`config.mk`:
```
export PLATFORM = sky130hd
export DESIGN_NAME = tpf_res_fifo
export DESIGN_NICKNAME = d
export VERILOG_FILES = /design/src/design/tpf_pkg.sv /design/src/design/tpf_res_fifo.sv
export SDC_FILE = /design/constraint.sdc
export NUM_CORES = 1
export LEC_CHECK = 0
export ABC_AREA = 1
export BUFFER_PORTS_ARGS = -buffer_cell sky130_fd_sc_hd__buf_2
export CORE_UTILIZATION = 35
export DETAILED_ROUTE_END_ITERATION = 12
export HOLD_SLACK_MARGIN = 0.1
export PLACE_DENSITY = 0.64
export SYNTH_ARGS = -nofsm -noshare
export SYNTH_HDL_FRONTEND = slang
export SYNTH_SLANG_ARGS = --single-unit
```
`constraint.sdc`:
```
create_clock -name clk -period 3.98 [get_ports clk]
set_input_delay 0.796 -clock clk [delete_from_list [all_inputs] [get_ports clk]]
set_output_delay 0.796 -clock clk [all_outputs]
set_load 0.02 [all_outputs]
```
`src/design/tpf_pkg.sv`:
```
// Package for the transport stream PID filter with PAT rewrite.
// Holds shared constants, the result record type and register codes.
// No dependencies.
package tpf_pkg;

  localparam int PID_TABLE_ENTRIES = 8192;
  localparam int PID_W = 13;
  localparam int PUSH_MAX = 9;
  localparam int FIFO_DEPTH = 32;
  localparam int FIFO_AW = 5;

  localparam logic [7:0] SYNC_BYTE = 8'h47;
  localparam logic [12:0] NULL_PID = 13'h1fff;
  localparam logic [31:0] CRC_POLY = 32'h04c11db7;
  localparam logic [31:0] CRC_INIT = 32'hffffffff;
  localparam logic [8:0] MAX_PAT_OFF = 9'd171;

  typedef enum logic [1:0] {
    FAULT_NONE = 2'd0,
    FAULT_SYNC = 2'd1,
    FAULT_PAT = 2'd2
  } fault_t;

  typedef enum logic [1:0] {
    REG_MODE = 2'd0,
    REG_PROGRAM = 2'd1,
    REG_PMT_PID = 2'd2
  } reg_idx_t;

  typedef struct packed {
    logic [1:0] fault;
    logic eop;
    logic [7:0] data;
  } res_t;

endpackage

```
`src/design/tpf_res_fifo.sv`:
```
// Result queue that takes up to nine results per cycle and gives one per cycle.
// Depends on tpf_pkg.
module tpf_res_fifo (
  input  logic clk,
  input  logic rst,
  input  logic [3:0] push_n,
  input  tpf_pkg::res_t [8:0] push_data,
  input  logic pop,
  output tpf_pkg::res_t head,
  output logic not_empty,
  output logic room
);
  import tpf_pkg::*;

  res_t mem [FIFO_DEPTH];
  logic [FIFO_AW-1:0] wptr;
  logic [FIFO_AW-1:0] rptr;
  logic [FIFO_AW:0] count;

  always_ff @(posedge clk) begin
    if (rst) begin
      wptr <= '0;
      rptr <= '0;
      count <= '0;
    end else begin
      wptr <= wptr + FIFO_AW'(push_n);
      rptr <= rptr + FIFO_AW'(pop);
      count <= count + (FIFO_AW+1)'(push_n) - (FIFO_AW+1)'(pop);
    end
  end

  always_ff @(posedge clk) begin
    for (int j = 0; j < FIFO_DEPTH; j++) begin
      logic [FIFO_AW-1:0] off;
      off = FIFO_AW'(j) - wptr;
      if (off < FIFO_AW'(push_n)) begin
        mem[j] <= push_data[off[3:0]];
      end
    end
  end

  assign head = mem[rptr];
  assign not_empty = count != '0;
  assign room = count <= (FIFO_AW+1)'(FIFO_DEPTH - PUSH_MAX);

endmodule

```
==> results of run 1 <==
==> cell usage after synthesis (16+ instances only) <==
cell	instances	area, um2
a21oi_1	40	200
buf_1	19	71.3
buf_2	78	390
clkbuf_1	75	282
dfxtp_1	16	320
edfxtp_1	352	10600
ha_1	61	763
inv_1	255	957
nand2_1	1305	4900
nand3_1	425	2130
nor2_1	146	548
o21ai_0	73	365
o21ai_1	18	90.1
o21ai_2	18	158
or2_1	23	144
or2_2	66	413
==> registers in the layout, indices dropped and copies added, names as in the netlist <==
register	cells
mem	352
wptr	5
rptr	5
count	6
==> worst reg2reg max path: stages (launching register included) <==
cell and delay [ps]:
dfxtp_2 320, clkinv_1 220, ha_1 360, xnor2_2 810
inv_1 610, ha_1 460, inv_1 40, o21bai_1 390
nor2_1 90, buf_4 200
==> through the flow <==
stage               total power, W  hold slack, ps  std cells
CTS                         0.0187             574       3998
floorplan                   0.0119             543       3063
global route                0.0198             603       3998
detailed placement          0.0153             598       3929
finish                      0.0189             595       3999
global placement            0.0152             597       3929
==> final timing paths <==
check        depth (start not counted)  slack, ps          to
min reg2reg                          2        630     rptr[3]
min                                  2        590    count[1]
max                                  9        210  mem[25][1]
max reg2reg                          9        210  mem[25][1]
==> power by group <==
| group | internal, W | switching (W) |
|---|---|---|
| Sequential | 0.00667 | 0.000420 |
| Clock | 0.00193 | 0.00151 |
| Combinational | 0.00202 | 0.00639 |
==> final cells by class <==
class | count | area, um2 | area share (%)
flip-flops and latches | 368 | 10900 | 42.3
multi-input cells | 2248 | 10400 | 40.5
repair buffers | 193 | 1190 | 4.62
well taps | 855 | 1070 | 4.15
inverters | 265 | 1000 | 3.88
clock buffers | 44 | 995 | 3.86
clock inverters | 25 | 185 | 0.718
diodes | 1 | 2.50 | 0.00971
==> cell families (layout without fill, tap and decap cells) <==
kind of cell,after synthesis,count (layout),synth area share (%)
buffers and inverters,447,527,7.93
and+or+nand+nor,1989,1989,36.1
adders and majority gates,63,63,3.47
other,0,1,0
xor gates and xnor gates,18,18,1.00
AOI/OAI and AO/OA,178,178,4.46
DFF,368,368,47.0
==> per-layer routing <==
metal | wire length [um] | share of wire [%] | global-route usage (%) | vias to the layer above
met5 | 31 | 0.036 | 0 | -
met3 | 10400 | 12 | 4.95 | 153
met4 | 3850 | 4.4 | 10.5 | 4
li1 | - | - | - | 9953
met2 | 36800 | 42 | 38.2 | 1201
met1 | 35900 | 41 | 36.4 | 9857
==> results_dict.tcl, run 1 <==
set metrics [dict create \
    post-route-period-util_pct 94.8 \
    startpoint "wptr[1]" \
    gp_congestion 1.04 \
    cpPeakStageDelay_ps 810 \
    avgSynthCellArea_um2 7.56 \
    worstPathMaxFanout 24 \
    place_area_um2 24600 \
    ios 119 \
    synth_seq_area_share_pct 47.0 \
    row_count 93 \
    syn_nets 3232 \
    die_w_um 259 \
    cts-resized-gates 0 \
    antenna_found_initial 3 \
    dieArea_um2 67200 \
    yosys_warnings 0 \
    fmax_mhz 265 \
    status "completed" \
    cts.sinks 368 \
    path_clk_slew_ps 60 \
    drv_cap 0 \
    area_delta_synth_final_pct 11.3 \
    nets 3283 \
    ys_ff_latch 368 \
    syn-cell-area_um2 23200 \
    total_leakage_power_nw 11.9 \
    core_um2 64900 \
    drive_above_1_share_pct 11.4 \
    cts-root-buf "clkbuf_16" \
    finalHoldViolCount 0 \
    post_cts_buffers 0 \
    antenna_left 0 \
    peakVddDrop_mv 0.299 \
    clock_latency_ps 550 \
    gr-total-overflow 0 \
    criticalPathCategory "reg -> reg" \
    r2r_start "wptr[1]" \
    finalSetupViolCount 0 \
    crit_chain "clkinv_1 -> ha_1 -> xnor2_2 -> inv_1 -> ha_1 -> inv_1 -> o21bai_1 -> nor2_1 -> buf_4" \
    synth-edff-count 352 \
    drc 0 \
    skew_ps 12.8 \
    grt_max_degree 99 \
    cts_tree "done" \
    dp_hpwl_um 68000 \
    min_from "rst" \
    grt_pass1_wl_um 124000 \
    final_cell_mix "nand2_1 (1305), nand3_1 (425), edfxtp_1 (352), inv_1 (254), nor2_1 (146)" \
    start_util_pct 35.7 \
    relSlewSlack_pct 30.5 \
    rsz0062_at_grt "false" \
    period_minus_slack_ps 3770 \
    wl_um 87000 \
    fin_setup_tns_ps 0 \
    cpMaxStageDelayCell "xnor2_2" \
    grt_usage_pct 25.7 \
    endpoint_kind "flop" \
    design_area_um2 25800 \
    place_ws_ps 339 \
    finalMaxSlewViolations 0 \
    vias 21168 \
    arrival_ps 4070 \
    numCtsBuffers 38 \
    die_h_um 259 \
    port_buffers 118 \
    clock_tree.buffer_depth 3 \
    pwr_density_cell_nw_per_um2 735 \
    required_ps 4280 \
    final.fill_count 6677 \
    synthFlopType "edfxtp_1" \
    path_delay_family "buffers and inverters" \
    crit_path_start_kind "flop" \
    htreeDepth 2 \
    grt_pass1_vias 18431 \
    routed_via_density 5.29 \
    drtIter0Drc 2974 \
    holdCritPathClass "in -> reg" \
    wire_per_inst_um 21.8 \
    final_common_cell "nand2_1" \
    crit_buf_inv 4 \
    tightest_slew_ps 1040 \
    fin_ws_ps 206 \
    async_flop_share_pct 0 \
    cts_hold_buf 0 \
    dr.pass1.iters 7 \
    synthCells 3063 \
    ys_types 39 \
    post-route-util_pct 39.7 \
]
Note: power is estimated with default switching activity, not from simulation.
==> inputs of run 2 (changes only) <==
Settings changed: CORE_MARGIN set to 4, SKIP_CTS_REPAIR_TIMING set to 1, TNS_END_PERCENT set to 1.
==> run 2 against run 1 <==
  * Non-clock buffer count fell by 2
  * Hold slack got worse by 9.1 ps
  * Combinational power barely moved
  * Sequential power barely moved
  * Critical path depth did not move
  * Routed wire length rose by 1.2%
  * Count of clock-buffer cells in the layout rose by 8
  * Die area rose by 4.7%
  * Total power rose by 1.7%
  * Largest cell class unchanged
==> results_dict.tcl, run 2 (synthesis gave the netlist of run 1 again) <==
set metrics [dict create \
    status "completed" \
    gr-total-overflow 0 \
    numCtsBuffers 40 \
    row_count 94 \
    vias 21202 \
    period_minus_slack_ps 3770 \
    design_area_um2 25900 \
    fin_total_pwr_w 0.0193 \
    wl_um 88100 \
    largest_register_ffs 352 \
    final.fill_count 6641 \
    clock_tree.buffer_depth 3 \
    reg.largest.list "mem (352), count (6)" \
    min_path_cells 3 \
    required_ps 4280 \
    dr.pass1.iters 7 \
    final_cell_mix "nand2_1 (1305), nand3_1 (425), edfxtp_1 (352), inv_1 (254), nor2_1 (146)" \
    drc 0 \
    wire_per_inst_um 22.0 \
    p_seq_share_pct 36.7 \
    tightest_slew_ps 1170 \
    place_area_um2 24600 \
    post-route-period-util_pct 94.6 \
    p_sw_w 0.00835 \
    grt_pass1_wl_um 125000 \
    drv_cap 0 \
    path_clk_slew_ps 60 \
    finalMaxSlewViolations 0 \
    switching_share_pct 43.3 \
    r2r_cells 9 \
    die_w_um 265 \
    endpoint_kind "flop" \
    ios 119 \
    finalSetupViolCount 0 \
    crit_path_start_kind "flop" \
    combPwrFrac_pct 43.5 \
    dieArea_um2 70300 \
    cpPeakStageDelay_ps 880 \
    worstPathMaxFanout 24 \
    cts-root-buf "clkbuf_16" \
    pwr-share-clk_pct 19.8 \
    finalHoldViolCount 0 \
    criticalPathCategory "reg -> reg" \
    holdCritPathClass "in -> reg" \
    total_leakage_power_nw 12.0 \
    start_util_pct 35.3 \
    pwr_density_cell_nw_per_um2 744 \
    relSlewSlack_pct 21.3 \
    min_from "push_n[0]" \
    rsz0062_at_grt "false" \
    grt_max_degree 91 \
    skew_ps 21.0 \
    cpMaxStageDelayCell "xnor2_2" \
    drive_above_1_share_pct 11.4 \
    rr_endpoint "mem[9][0]" \
    r2r_start "wptr[1]" \
    p_int_w 0.0109 \
    area_delta_synth_final_pct 11.9 \
    dp_hpwl_um 69100 \
    crit_buf_inv 4 \
    core_um2 65600 \
    regMostFlops "mem" \
    gp_congestion 1.04 \
    antenna_found_initial 1 \
    r2r_setup_slack_ps 210 \
    grt_usage_pct 24.2 \
    htreeDepth 2 \
    clock_latency_ps 560 \
    arrival_ps 4060 \
    cts_tree "done" \
    hold_end "wptr[0]" \
    peakVddDrop_mv 0.290 \
    antenna_left 0 \
    crit_chain "clkinv_1 -> ha_1 -> xnor2_2 -> inv_1 -> ha_1 -> inv_1 -> o21bai_1 -> nor2_1 -> buf_4" \
    drtIter0Drc 3209 \
    port_buffers 118 \
    grt_pass1_vias 18546 \
    routed_via_density 5.29 \
    final_common_cell "nand2_1" \
    path_delay_family "buffers and inverters" \
    nets 3283 \
    fin_setup_tns_ps 0 \
    die_h_um 265 \
    fmax_mhz 266 \
    cts.sinks 368 \
]
-- run 2: cell count changes in the layout (fill, tap and decap cells not counted), sizes merged --
cell / previous run / this run
buf: 193 / 191
bufinv: 2 / 5
clkbuf: 44 / 52
clkinv: 24 / 14
clkinvlp: 1 / 2
inv: 263 / 265
-- run 2: per-stage QoR --
stage	hold slack, ps	util, %	setup WS, ps	instances
2_1_floorplan	543	-	186	3063
3_3_place_gp	561	37.5	361	3936
3_5_place_dp	567	37.5	316	3936
4_1_cts	570	39.5	293	4009
5_1_grt	602	39.5	62.2	4009
6_report	585	39.5	214	4010
-- run 2: worst register-to-register path, cell delays in order, from the launching register on --
cell,delay (ps)
dfxtp_2,330
clkinv_1,150
ha_1,270
xnor2_2,880
inv_1,650
ha_1,470
inv_1,40
o21bai_1,390
nor2_1,80
buf_4,220
-- run 2: cell type report --
class / instances / area [um2] / share of cell area, %
clock inverter: 21 / 250 / 0.966
multi-input combinational: 2248 / 10400 / 40.3
antenna: 1 / 2.50 / 0.00966
inverter: 265 / 1000 / 3.86
timing repair buffer: 191 / 1160 / 4.49
tap: 864 / 1080 / 4.17
sequential: 368 / 10900 / 42.1
clock buffer: 52 / 1080 / 4.16
-- run 2: worst max-delay path by stage --
stage               cells past startpoint  startpoint          to
finish                                  9     wptr[1]   mem[9][0]
global route                            9     wptr[1]   mem[9][0]
CTS                                     9     wptr[1]   mem[9][1]
detailed placement                      9     wptr[1]   mem[9][4]
global placement                        9     wptr[1]   mem[9][4]
floorplan                              13     wptr[0]  mem[18][0]
-- run 2: metal layers --
layer	wire length (um)	up-vias	global-route usage, %
li1	-	9962	-
met1	36400	9864	34.2
met2	37700	1227	36.8
met3	9670	147	4.33
met4	4220	2	10.5
met5	19	-	0
-- run 2: power by group through the flow --
stage	logic, W	clock network [W]	registers, W
2_1_floorplan	0.00482	0	0.00705
3_3_place_gp	0.00804	0	0.00711
3_5_place_dp	0.00813	0	0.00715
4_1_cts	0.00816	0.00385	0.00708
5_1_grt	0.00901	0.00399	0.00722
6_report	0.00838	0.00382	0.00708
